`config.mk`:
```
export PLATFORM = sky130hd
export DESIGN_NAME = float_range_width_class_top
export DESIGN_NICKNAME = d
export VERILOG_FILES = /design/src/rtl/frwc_pkg.sv /design/src/rtl/frwc_datapath.sv /design/src/rtl/frwc_ctrl.sv /design/src/rtl/float_range_width_class_top.sv
export SDC_FILE = /design/constraint.sdc
export NUM_CORES = 1
export LEC_CHECK = 0
export ABC_AREA = 1
export BUFFER_PORTS_ARGS = -buffer_cell sky130_fd_sc_hd__buf_4
export CORE_ASPECT_RATIO = 1.75
export CORE_MARGIN = 1.5
export CORE_UTILIZATION = 40
export DETAILED_ROUTE_END_ITERATION = 10
export PLACE_DENSITY = 0.61
export SLEW_MARGIN = 0
export SYNTH_ARGS = -nofsm -noshare
export SYNTH_HDL_FRONTEND = slang
export SYNTH_SLANG_ARGS = --single-unit
export TNS_END_PERCENT = 20
```
`constraint.sdc`:
```
create_clock -name i_clk -period 22.7 [get_ports i_clk]
set_clock_uncertainty 0.1 [all_clocks]
set_input_delay 2.27 -clock i_clk [delete_from_list [all_inputs] [get_ports i_clk]]
set_output_delay 2.27 -clock i_clk [all_outputs]
set_load 0.02 [all_outputs]
```
`src/rtl/frwc_pkg.sv`:
```
// Shared constants, command codes and status types for the float range width classifier.
package frwc_pkg;

    localparam int unsigned FRAC_BITS = 23;
    localparam int unsigned EXP_BITS  = 8;

    localparam logic [22:0] FRAC_MASK = 23'h7FFFFF;
    localparam logic [7:0]  EXP_NAN   = 8'hFF;
    localparam logic [23:0] FRAC_ONE  = 24'h800000;
    localparam logic [63:0] LIMIT32   = 64'd512;
    localparam logic [63:0] LIMIT64   = 64'd2199023255552;

    localparam logic [1:0] ST_U32   = 2'd0;
    localparam logic [1:0] ST_U64   = 2'd1;
    localparam logic [1:0] ST_LONG  = 2'd2;
    localparam logic [1:0] ST_ORDER = 2'd3;

    typedef enum logic [3:0] {
        CMD_NONE,
        CMD_LOAD,
        CMD_INIT_SS,
        CMD_INIT_A,
        CMD_INIT_B,
        CMD_STEP,
        CMD_ACC_LO,
        CMD_ACC_HI,
        CMD_ACC_EQ,
        CMD_ACC_TAIL,
        CMD_ROUND,
        CMD_CLASS,
        CMD_LONG,
        CMD_ORDER
    } t_cmd;

    typedef struct packed {
        logic order;
        logic mixed;
        logic exp_eq;
        logic loop_done;
        logic ovf;
    } t_dp_stat;

endpackage

```
`src/rtl/frwc_datapath.sv`:
```
// Datapath: operand fields, group accumulator, weight shift count and loop counter.
module frwc_datapath (
    input  logic                i_clk,
    input  frwc_pkg::t_cmd      i_cmd,
    input  logic [31:0]         i_min_bits,
    input  logic [31:0]         i_max_bits,
    output frwc_pkg::t_dp_stat  o_stat,
    output logic [1:0]          o_status
);

    function automatic logic is_nan(input logic [31:0] x);
        return (x[30:23] == frwc_pkg::EXP_NAN) && (x[22:0] != 23'd0);
    endfunction

    function automatic logic [31:0] order_key(input logic [31:0] x);
        return x[31] ? ~x : {1'b1, x[30:0]};
    endfunction

    logic [7:0]  r_lo_exp;
    logic [7:0]  r_hi_exp;
    logic [22:0] r_lo_frac;
    logic [22:0] r_hi_frac;
    logic        r_mixed;
    logic        r_order;
    logic [63:0] r_groups;
    logic [22:0] r_rem;
    logic [8:0]  r_idx;
    logic [7:0]  r_tgt;
    logic [5:0]  r_sh;
    logic        r_ss;
    logic [1:0]  r_status;

    logic        in_mixed;
    logic        in_swap;
    logic        in_order;
    logic        dbl;
    logic [5:0]  sh_lo;
    logic [5:0]  sh_hi;
    logic [63:0] prod_lo;
    logic [63:0] prod_hi;
    logic [31:0] eq_diff;
    logic [63:0] addend;
    logic [23:0] low_sum;
    logic [63:0] acc_groups;

    assign in_mixed = i_min_bits[31] != i_max_bits[31];
    assign in_swap  = !in_mixed && i_min_bits[31];
    assign in_order = !is_nan(i_min_bits) && !is_nan(i_max_bits)
                      && ((i_min_bits[30:0] | i_max_bits[30:0]) != 31'd0)
                      && (order_key(i_min_bits) > order_key(i_max_bits));

    assign dbl   = r_ss || (r_idx != 9'd0);
    assign sh_lo = (r_lo_exp == frwc_pkg::EXP_NAN) ? 6'd0 : r_sh;
    assign sh_hi = (r_hi_exp == frwc_pkg::EXP_NAN) ? 6'd0 : r_sh;

    assign prod_lo = {40'd0, {1'b0, r_lo_frac} + 24'd1} << sh_lo;
    assign prod_hi = {40'd0, {1'b0, r_hi_frac} + 24'd1} << sh_hi;
    assign eq_diff = {9'd0, r_hi_frac} - {9'd0, r_lo_frac} + 32'd1;

    always_comb begin
        unique case (i_cmd)
            frwc_pkg::CMD_ACC_LO: addend = prod_lo;
            frwc_pkg::CMD_ACC_HI: addend = prod_hi;
            frwc_pkg::CMD_ACC_EQ: addend = {32'd0, eq_diff};
            default:              addend = {40'd0, frwc_pkg::FRAC_ONE - {1'b0, r_lo_frac}};
        endcase
    end

    assign low_sum    = {1'b0, r_rem} + {1'b0, addend[22:0]};
    assign acc_groups = r_groups + {23'd0, addend[63:23]} + {63'd0, low_sum[23]};

    always_ff @(posedge i_clk) begin
        unique case (i_cmd)
            frwc_pkg::CMD_LOAD: begin
                r_lo_exp  <= in_swap ? i_max_bits[30:23] : i_min_bits[30:23];
                r_hi_exp  <= in_swap ? i_min_bits[30:23] : i_max_bits[30:23];
                r_lo_frac <= in_swap ? i_max_bits[22:0] : i_min_bits[22:0];
                r_hi_frac <= in_swap ? i_min_bits[22:0] : i_max_bits[22:0];
                r_mixed   <= in_mixed;
                r_order   <= in_order;
                r_groups  <= 64'd0;
                r_rem     <= 23'd0;
            end
            frwc_pkg::CMD_INIT_SS: begin
                r_ss  <= 1'b1;
                r_tgt <= r_hi_exp;
                r_idx <= {1'b0, r_lo_exp} + 9'd1;
                r_sh  <= (r_lo_exp == 8'd0) ? 6'd0 : 6'd1;
            end
            frwc_pkg::CMD_INIT_A: begin
                r_ss  <= 1'b0;
                r_tgt <= r_lo_exp;
                r_idx <= 9'd0;
                r_sh  <= 6'd0;
            end
            frwc_pkg::CMD_INIT_B: begin
                r_ss  <= 1'b0;
                r_tgt <= r_hi_exp;
                r_idx <= 9'd0;
                r_sh  <= 6'd0;
            end
            frwc_pkg::CMD_STEP: begin
                r_groups <= r_groups + (64'd1 << r_sh);
                r_idx    <= r_idx + 9'd1;
                if (dbl) begin
                    r_sh <= r_sh + 6'd1;
                end
            end
            frwc_pkg::CMD_ACC_LO, frwc_pkg::CMD_ACC_HI,
            frwc_pkg::CMD_ACC_EQ, frwc_pkg::CMD_ACC_TAIL: begin
                r_groups <= acc_groups;
                r_rem    <= low_sum[22:0];
            end
            frwc_pkg::CMD_ROUND: begin
                r_groups <= r_groups + {63'd0, (r_rem != 23'd0)};
            end
            frwc_pkg::CMD_CLASS: begin
                if (r_groups < frwc_pkg::LIMIT32) begin
                    r_status <= frwc_pkg::ST_U32;
                end else if (r_groups < frwc_pkg::LIMIT64) begin
                    r_status <= frwc_pkg::ST_U64;
                end else begin
                    r_status <= frwc_pkg::ST_LONG;
                end
            end
            frwc_pkg::CMD_LONG: begin
                r_status <= frwc_pkg::ST_LONG;
            end
            frwc_pkg::CMD_ORDER: begin
                r_status <= frwc_pkg::ST_ORDER;
            end
            default: begin
            end
        endcase
    end

    assign o_stat.order     = r_order;
    assign o_stat.mixed     = r_mixed;
    assign o_stat.exp_eq    = r_lo_exp == r_hi_exp;
    assign o_stat.loop_done = r_idx >= {1'b0, r_tgt};
    assign o_stat.ovf       = dbl && (r_sh == 6'd63);
    assign o_status         = r_status;

endmodule

```
`src/rtl/frwc_ctrl.sv`:
```
// Controller state machine that sequences the exponent loops and fraction folding.
module frwc_ctrl (
    input  logic               i_clk,
    input  logic               i_rst_n,
    input  logic               i_start,
    input  frwc_pkg::t_dp_stat i_stat,
    output frwc_pkg::t_cmd     o_cmd,
    output logic               o_busy,
    output logic               o_done
);

    typedef enum logic [3:0] {
        S_IDLE,
        S_CHECK,
        S_SS_LOOP,
        S_SS_TAIL,
        S_A_LOOP,
        S_B_INIT,
        S_B_LOOP,
        S_ROUND,
        S_CLASS
    } t_state;

    t_state r_state;
    t_state n_state;
    logic   r_busy;
    logic   n_busy;
    logic   r_done;
    logic   n_done;

    always_comb begin
        n_state = r_state;
        n_busy  = r_busy;
        n_done  = 1'b0;
        o_cmd   = frwc_pkg::CMD_NONE;
        unique case (r_state)
            S_IDLE: begin
                if (i_start) begin
                    o_cmd   = frwc_pkg::CMD_LOAD;
                    n_busy  = 1'b1;
                    n_state = S_CHECK;
                end
            end
            S_CHECK: begin
                priority if (i_stat.order) begin
                    o_cmd   = frwc_pkg::CMD_ORDER;
                    n_done  = 1'b1;
                    n_busy  = 1'b0;
                    n_state = S_IDLE;
                end else if (i_stat.mixed) begin
                    o_cmd   = frwc_pkg::CMD_INIT_A;
                    n_state = S_A_LOOP;
                end else begin
                    o_cmd   = frwc_pkg::CMD_INIT_SS;
                    n_state = S_SS_LOOP;
                end
            end
            S_SS_LOOP: begin
                priority if (i_stat.loop_done) begin
                    o_cmd   = i_stat.exp_eq ? frwc_pkg::CMD_ACC_EQ : frwc_pkg::CMD_ACC_HI;
                    n_state = i_stat.exp_eq ? S_ROUND : S_SS_TAIL;
                end else if (i_stat.ovf) begin
                    o_cmd   = frwc_pkg::CMD_LONG;
                    n_done  = 1'b1;
                    n_busy  = 1'b0;
                    n_state = S_IDLE;
                end else begin
                    o_cmd = frwc_pkg::CMD_STEP;
                end
            end
            S_SS_TAIL: begin
                o_cmd   = frwc_pkg::CMD_ACC_TAIL;
                n_state = S_ROUND;
            end
            S_A_LOOP: begin
                priority if (i_stat.loop_done) begin
                    o_cmd   = frwc_pkg::CMD_ACC_LO;
                    n_state = S_B_INIT;
                end else if (i_stat.ovf) begin
                    o_cmd   = frwc_pkg::CMD_LONG;
                    n_done  = 1'b1;
                    n_busy  = 1'b0;
                    n_state = S_IDLE;
                end else begin
                    o_cmd = frwc_pkg::CMD_STEP;
                end
            end
            S_B_INIT: begin
                o_cmd   = frwc_pkg::CMD_INIT_B;
                n_state = S_B_LOOP;
            end
            S_B_LOOP: begin
                priority if (i_stat.loop_done) begin
                    o_cmd   = frwc_pkg::CMD_ACC_HI;
                    n_state = S_ROUND;
                end else if (i_stat.ovf) begin
                    o_cmd   = frwc_pkg::CMD_LONG;
                    n_done  = 1'b1;
                    n_busy  = 1'b0;
                    n_state = S_IDLE;
                end else begin
                    o_cmd = frwc_pkg::CMD_STEP;
                end
            end
            S_ROUND: begin
                o_cmd   = frwc_pkg::CMD_ROUND;
                n_state = S_CLASS;
            end
            S_CLASS: begin
                o_cmd   = frwc_pkg::CMD_CLASS;
                n_done  = 1'b1;
                n_busy  = 1'b0;
                n_state = S_IDLE;
            end
            default: begin
                n_state = S_IDLE;
                n_busy  = 1'b0;
            end
        endcase
    end

    always_ff @(posedge i_clk) begin
        if (!i_rst_n) begin
            r_state <= S_IDLE;
            r_busy  <= 1'b0;
            r_done  <= 1'b0;
        end else begin
            r_state <= n_state;
            r_busy  <= n_busy;
            r_done  <= n_done;
        end
    end

    assign o_busy = r_busy;
    assign o_done = r_done;

endmodule

```
`src/rtl/float_range_width_class_top.sv`:
```
// Top level of the float range width classifier: controller plus datapath.
//
// An item (min and max float bit patterns) is taken when start is high and busy is low.
// At the end of an item busy drops and o_done pulses for one cycle with o_status, and the
// result must be captured in that cycle because it cannot be held off. An item ends at once
// with the order status when min is greater than max. Otherwise the exponent loop is walked
// once for equal signs and twice for mixed signs, and then the groups are rounded and
// classified. The exponent loop, one weight step per cycle, ends the item with the long
// status once the group weight would overflow its 64-bit accumulator. A new item may be
// accepted in the same cycle as o_done.
module float_range_width_class_top (
    input  logic        i_clk,
    input  logic        i_rst_n,
    input  logic        start,
    output logic        busy,
    input  logic [31:0] i_min_bits,
    input  logic [31:0] i_max_bits,
    output logic        o_done,
    output logic [1:0]  o_status
);

    frwc_pkg::t_cmd     cmd;
    frwc_pkg::t_dp_stat stat;

    frwc_ctrl u_ctrl (
        .i_clk   (i_clk),
        .i_rst_n (i_rst_n),
        .i_start (start),
        .i_stat  (stat),
        .o_cmd   (cmd),
        .o_busy  (busy),
        .o_done  (o_done)
    );

    frwc_datapath u_dp (
        .i_clk      (i_clk),
        .i_cmd      (cmd),
        .i_min_bits (i_min_bits),
        .i_max_bits (i_max_bits),
        .o_stat     (stat),
        .o_status   (o_status)
    );

endmodule

```
==> impl_metrics.py <==
metrics = {
    "status": {
        "run_status": "finished, violations left",
        "violations": "max-capacitance violations, max-slew violations",
    },
    "route": {
        "ant_nets": 0,
        "viasPerCell": 6.079,
        "wl_per_cell_um": 28.78,
        "drt-initial-drc-count": 3021,
        "drtPass1Iterations": 8,
        "totalWireLength_mm": 157.1,
        "drc": 0,
        "num_vias": 33193,
    },
    "placed_design": {
        "gp_congestion": 1.122,
        "place_hpwl_mm": 123.3,
        "place_worst_setup_slack_ps": 13030,
        "place_inst": 5409,
        "portBuffers": 70,
    },
    "synthesis": {
        "ys_seq_area_share_pct": 19.48,
        "synth_edf_count": 177,
        "syn_nets": 4813,
        "ys_ff_latch": 183,
        "ys.flop_type": "edfxtp_1",
        "synth_cells": 4540,
        "synth_area_per_cell_um2": 6.145,
        "syn-cell-area_um2": 27900,
        "synth.distinct_cells": 73,
        "yosys_warnings": 0,
        "synth-async-reset-ratio_pct": 0,
    },
    "pwr": {
        "pwr-share-clk_pct": 9.2,
        "netSwitchingFraction_pct": 63.92,
        "vdd_drop_max_uv": 64.18,
        "leakagePower_nw": 13.25,
        "combPwrFrac_pct": 68.7,
        "power_density_nw_per_um2": 124.0,
        "seqPwrFrac_pct": 22.1,
        "p_switching_mw": 2.374,
        "p_int_mw": 1.340,
    },
    "die": {
        "num_rows": 127,
        "die_area_um2": 71400,
        "die_x_um": 202.6,
        "io_pins": 71,
        "die_y_um": 352.4,
        "initial_utilization_pct": 40.54,
        "coreArea_um2": 68800,
    },
    "final_layout": {
        "fin_util_pct": 43.53,
        "final_cell_mix": "1151 x nand2_1, 499 x inv_1, 481 x nor2_1",
        "final_common_cell": "nand2_1",
        "syn_to_final_growth_pct": 7.373,
        "drive_gt1_share_pct": 6.140,
        "instances_no_fill": 5460,
        "fin_nets": 4804,
    },
    "worst_setup_path": {
        "crit_required_ps": 22850,
        "r2r-end": "u_dp.r_groups[50]$_DFFE_PP_",
        "endpoint_kind": "flop",
        "rr_worst_depth": 38,
        "start_kind": "input pin",
        "r2r-start": "u_dp.r_hi_exp[2]$_DFFE_PP_",
        "slowest_delay_ps": 830,
        "slowest_stage": "a31oi_1",
        "cp.arrival_ps": 9890,
        "cp_max_fo": 65,
        "path_class": "in2reg",
        "r2r_setup_slack_ps": 13390,
        "path_common_cell": "nand2_1",
        "crit_buf_inv": 6,
        "crit_family": "compound AO/OA/AOI/OAI gates",
    },
    "cts": {
        "clk_pin_slew_ps": 90,
        "clockBufferDepth": 2,
        "cts_made_buffers": 17,
        "clkLatencyLatePin_ps": 540,
        "cts_setup_buffers": 0,
        "cts_hold_buf": 0,
        "cts.htree.levels": 4,
        "ctsResizeCount": 0,
        "root_buffer": "clkbuf_16",
        "clock-sinks": 183,
        "cts_tree": "built",
    },
    "global_routing": {
        "grt-ovfl-total": 0,
        "antenna_found_initial": 15,
        "grt_max_degree": 125,
        "grt_pass1_vias": 32634,
        "grtUsageTotal_pct": 44.73,
        "grt_pass1_wl_mm": 228.3,
    },
    "timing": {
        "finalHoldViolCount": 0,
        "finalMaxSlewViolations": 9,
        "worst_slew_pin_slew_ps": 1594,
        "finalSetupViolations": 0,
        "tns_ps": 0,
        "slew_headroom_pct": -7.376,
        "holdWs_ps": 441.7,
        "fmax_mhz": 102.7,
        "final.min_clock_period_ps": 9736,
        "rsz0062_at_grt": "false",
        "post-route-period-util_pct": 42.89,
        "setup_ws_ps": 12960,
    },
    "min_path": {
        "hold_depth": 2,
        "min_delay_worst_endpoint": "u_ctrl.o_busy$_SDFFE_PN0P_",
        "hp-class": "reg2reg",
        "hold_start": "u_ctrl.o_busy$_SDFFE_PN0P_",
    },
    "flow_run": {
        "maxCapViolCount": 5,
    },
}
state kept, by name (all words and copies together) (netlist names):
name            cells
u_dp.r_lo_frac     23
u_dp.r_tgt          8
u_dp.r_order        1
u_ctrl.o_busy       1
u_dp.r_lo_exp       8
u_dp.r_ss           1
u_dp.r_mixed        1
u_dp.o_status       2
u_dp.r_sh           6
u_dp.r_rem         23
u_dp.r_hi_frac     23
u_dp.r_hi_exp       8
u_dp.r_idx          9
u_ctrl.r_state      4
u_ctrl.o_done       1
u_dp.r_groups      64
layout make-up:
class,instances,area [um2]
timing repair buffer,107,809.5
tap,903,1130
fill,7660,38850
clock buffer,17,425.4
clock inverter,15,215.2
inverter,527,1981
multi-input combinational,3695,19930
sequential,183,5435
antenna,13,32.53
per-layer routing:
layer	track usage [%]	wire length [um]
met5	0.7555	159
met4	50.56	22730
met3	15.67	12020
met2	75.20	75360
met1	38.68	46860
tightest hold or removal path: stages (launching register included):
cell and delay [ps]:
dfxtp_1 320, o41ai_1 80, a21oi_1 90
how the worst max path moves through the flow:
stage                     startpoint                           to  slack, ps  cells past startpoint
after floorplan                start  u_dp.r_groups[50]$_DFFE_PP_      12630                     37
after global placement         start  u_dp.r_groups[50]$_DFFE_PP_      13140                     40
after detailed placement       start  u_dp.r_groups[50]$_DFFE_PP_      13030                     40
after CTS                      start  u_dp.r_groups[50]$_DFFE_PP_      13560                     40
after global routing           start  u_dp.r_groups[50]$_DFFE_PP_      12310                     40
final                          start  u_dp.r_groups[50]$_DFFE_PP_      12960                     40
cells by family (layout without fill, tap and decap cells):
logic type / count (synthesis) / in the layout / share of synthesized area (%)
DFF: 183 / 183 / 19.48
AOI/OAI and AO/OA: 835 / 835 / 16.72
other: 0 / 13 / 0
buffers and inverters: 662 / 666 / 9.396
adders and majority gates: 206 / 206 / 9.374
xor gates and xnor gates: 193 / 193 / 6.154
and+or+nand+nor: 2461 / 2461 / 38.88
synth_stat cells, drive strengths merged (27+ instances only):
cell / n / area [um2]
nor2: 525 / 2145
a21oi: 311 / 1568
xnor2: 91 / 797.0
nand2: 1177 / 4493
nor4: 43 / 269.0
xor2: 102 / 919.6
ha: 201 / 2515
buf: 68 / 381.6
o211ai: 27 / 202.7
inv: 523 / 1966
o22ai: 44 / 275.3
nand4: 106 / 684.4
a31oi: 37 / 231.5
nor3: 109 / 586.8
nand3: 463 / 2397
edfxtp: 177 / 5315
clkbuf: 67 / 259.0
o21ai: 312 / 1565
power groups by stage:
| stage | Clock [mW] | Sequential [mW] | Combinational (mW) |
|---|---|---|---|
| global route | 0.354 | 0.808 | 2.72 |
| floorplan | 0 | 0.629 | 1.53 |
| finish | 0.341 | 0.821 | 2.55 |
| detailed placement | 0 | 0.788 | 2.35 |
| CTS | 0.339 | 0.781 | 2.36 |
| global placement | 0 | 0.790 | 2.37 |
metrics by stage:
step	cell area [um2]	total power, mW
3_3_place_gp	29200	3.157
3_5_place_dp	29200	3.140
2_1_floorplan	27900	2.162
6_report	29950	3.714
4_1_cts	29840	3.480
5_1_grt	29930	3.883
(Power assumes the default switching activity.)
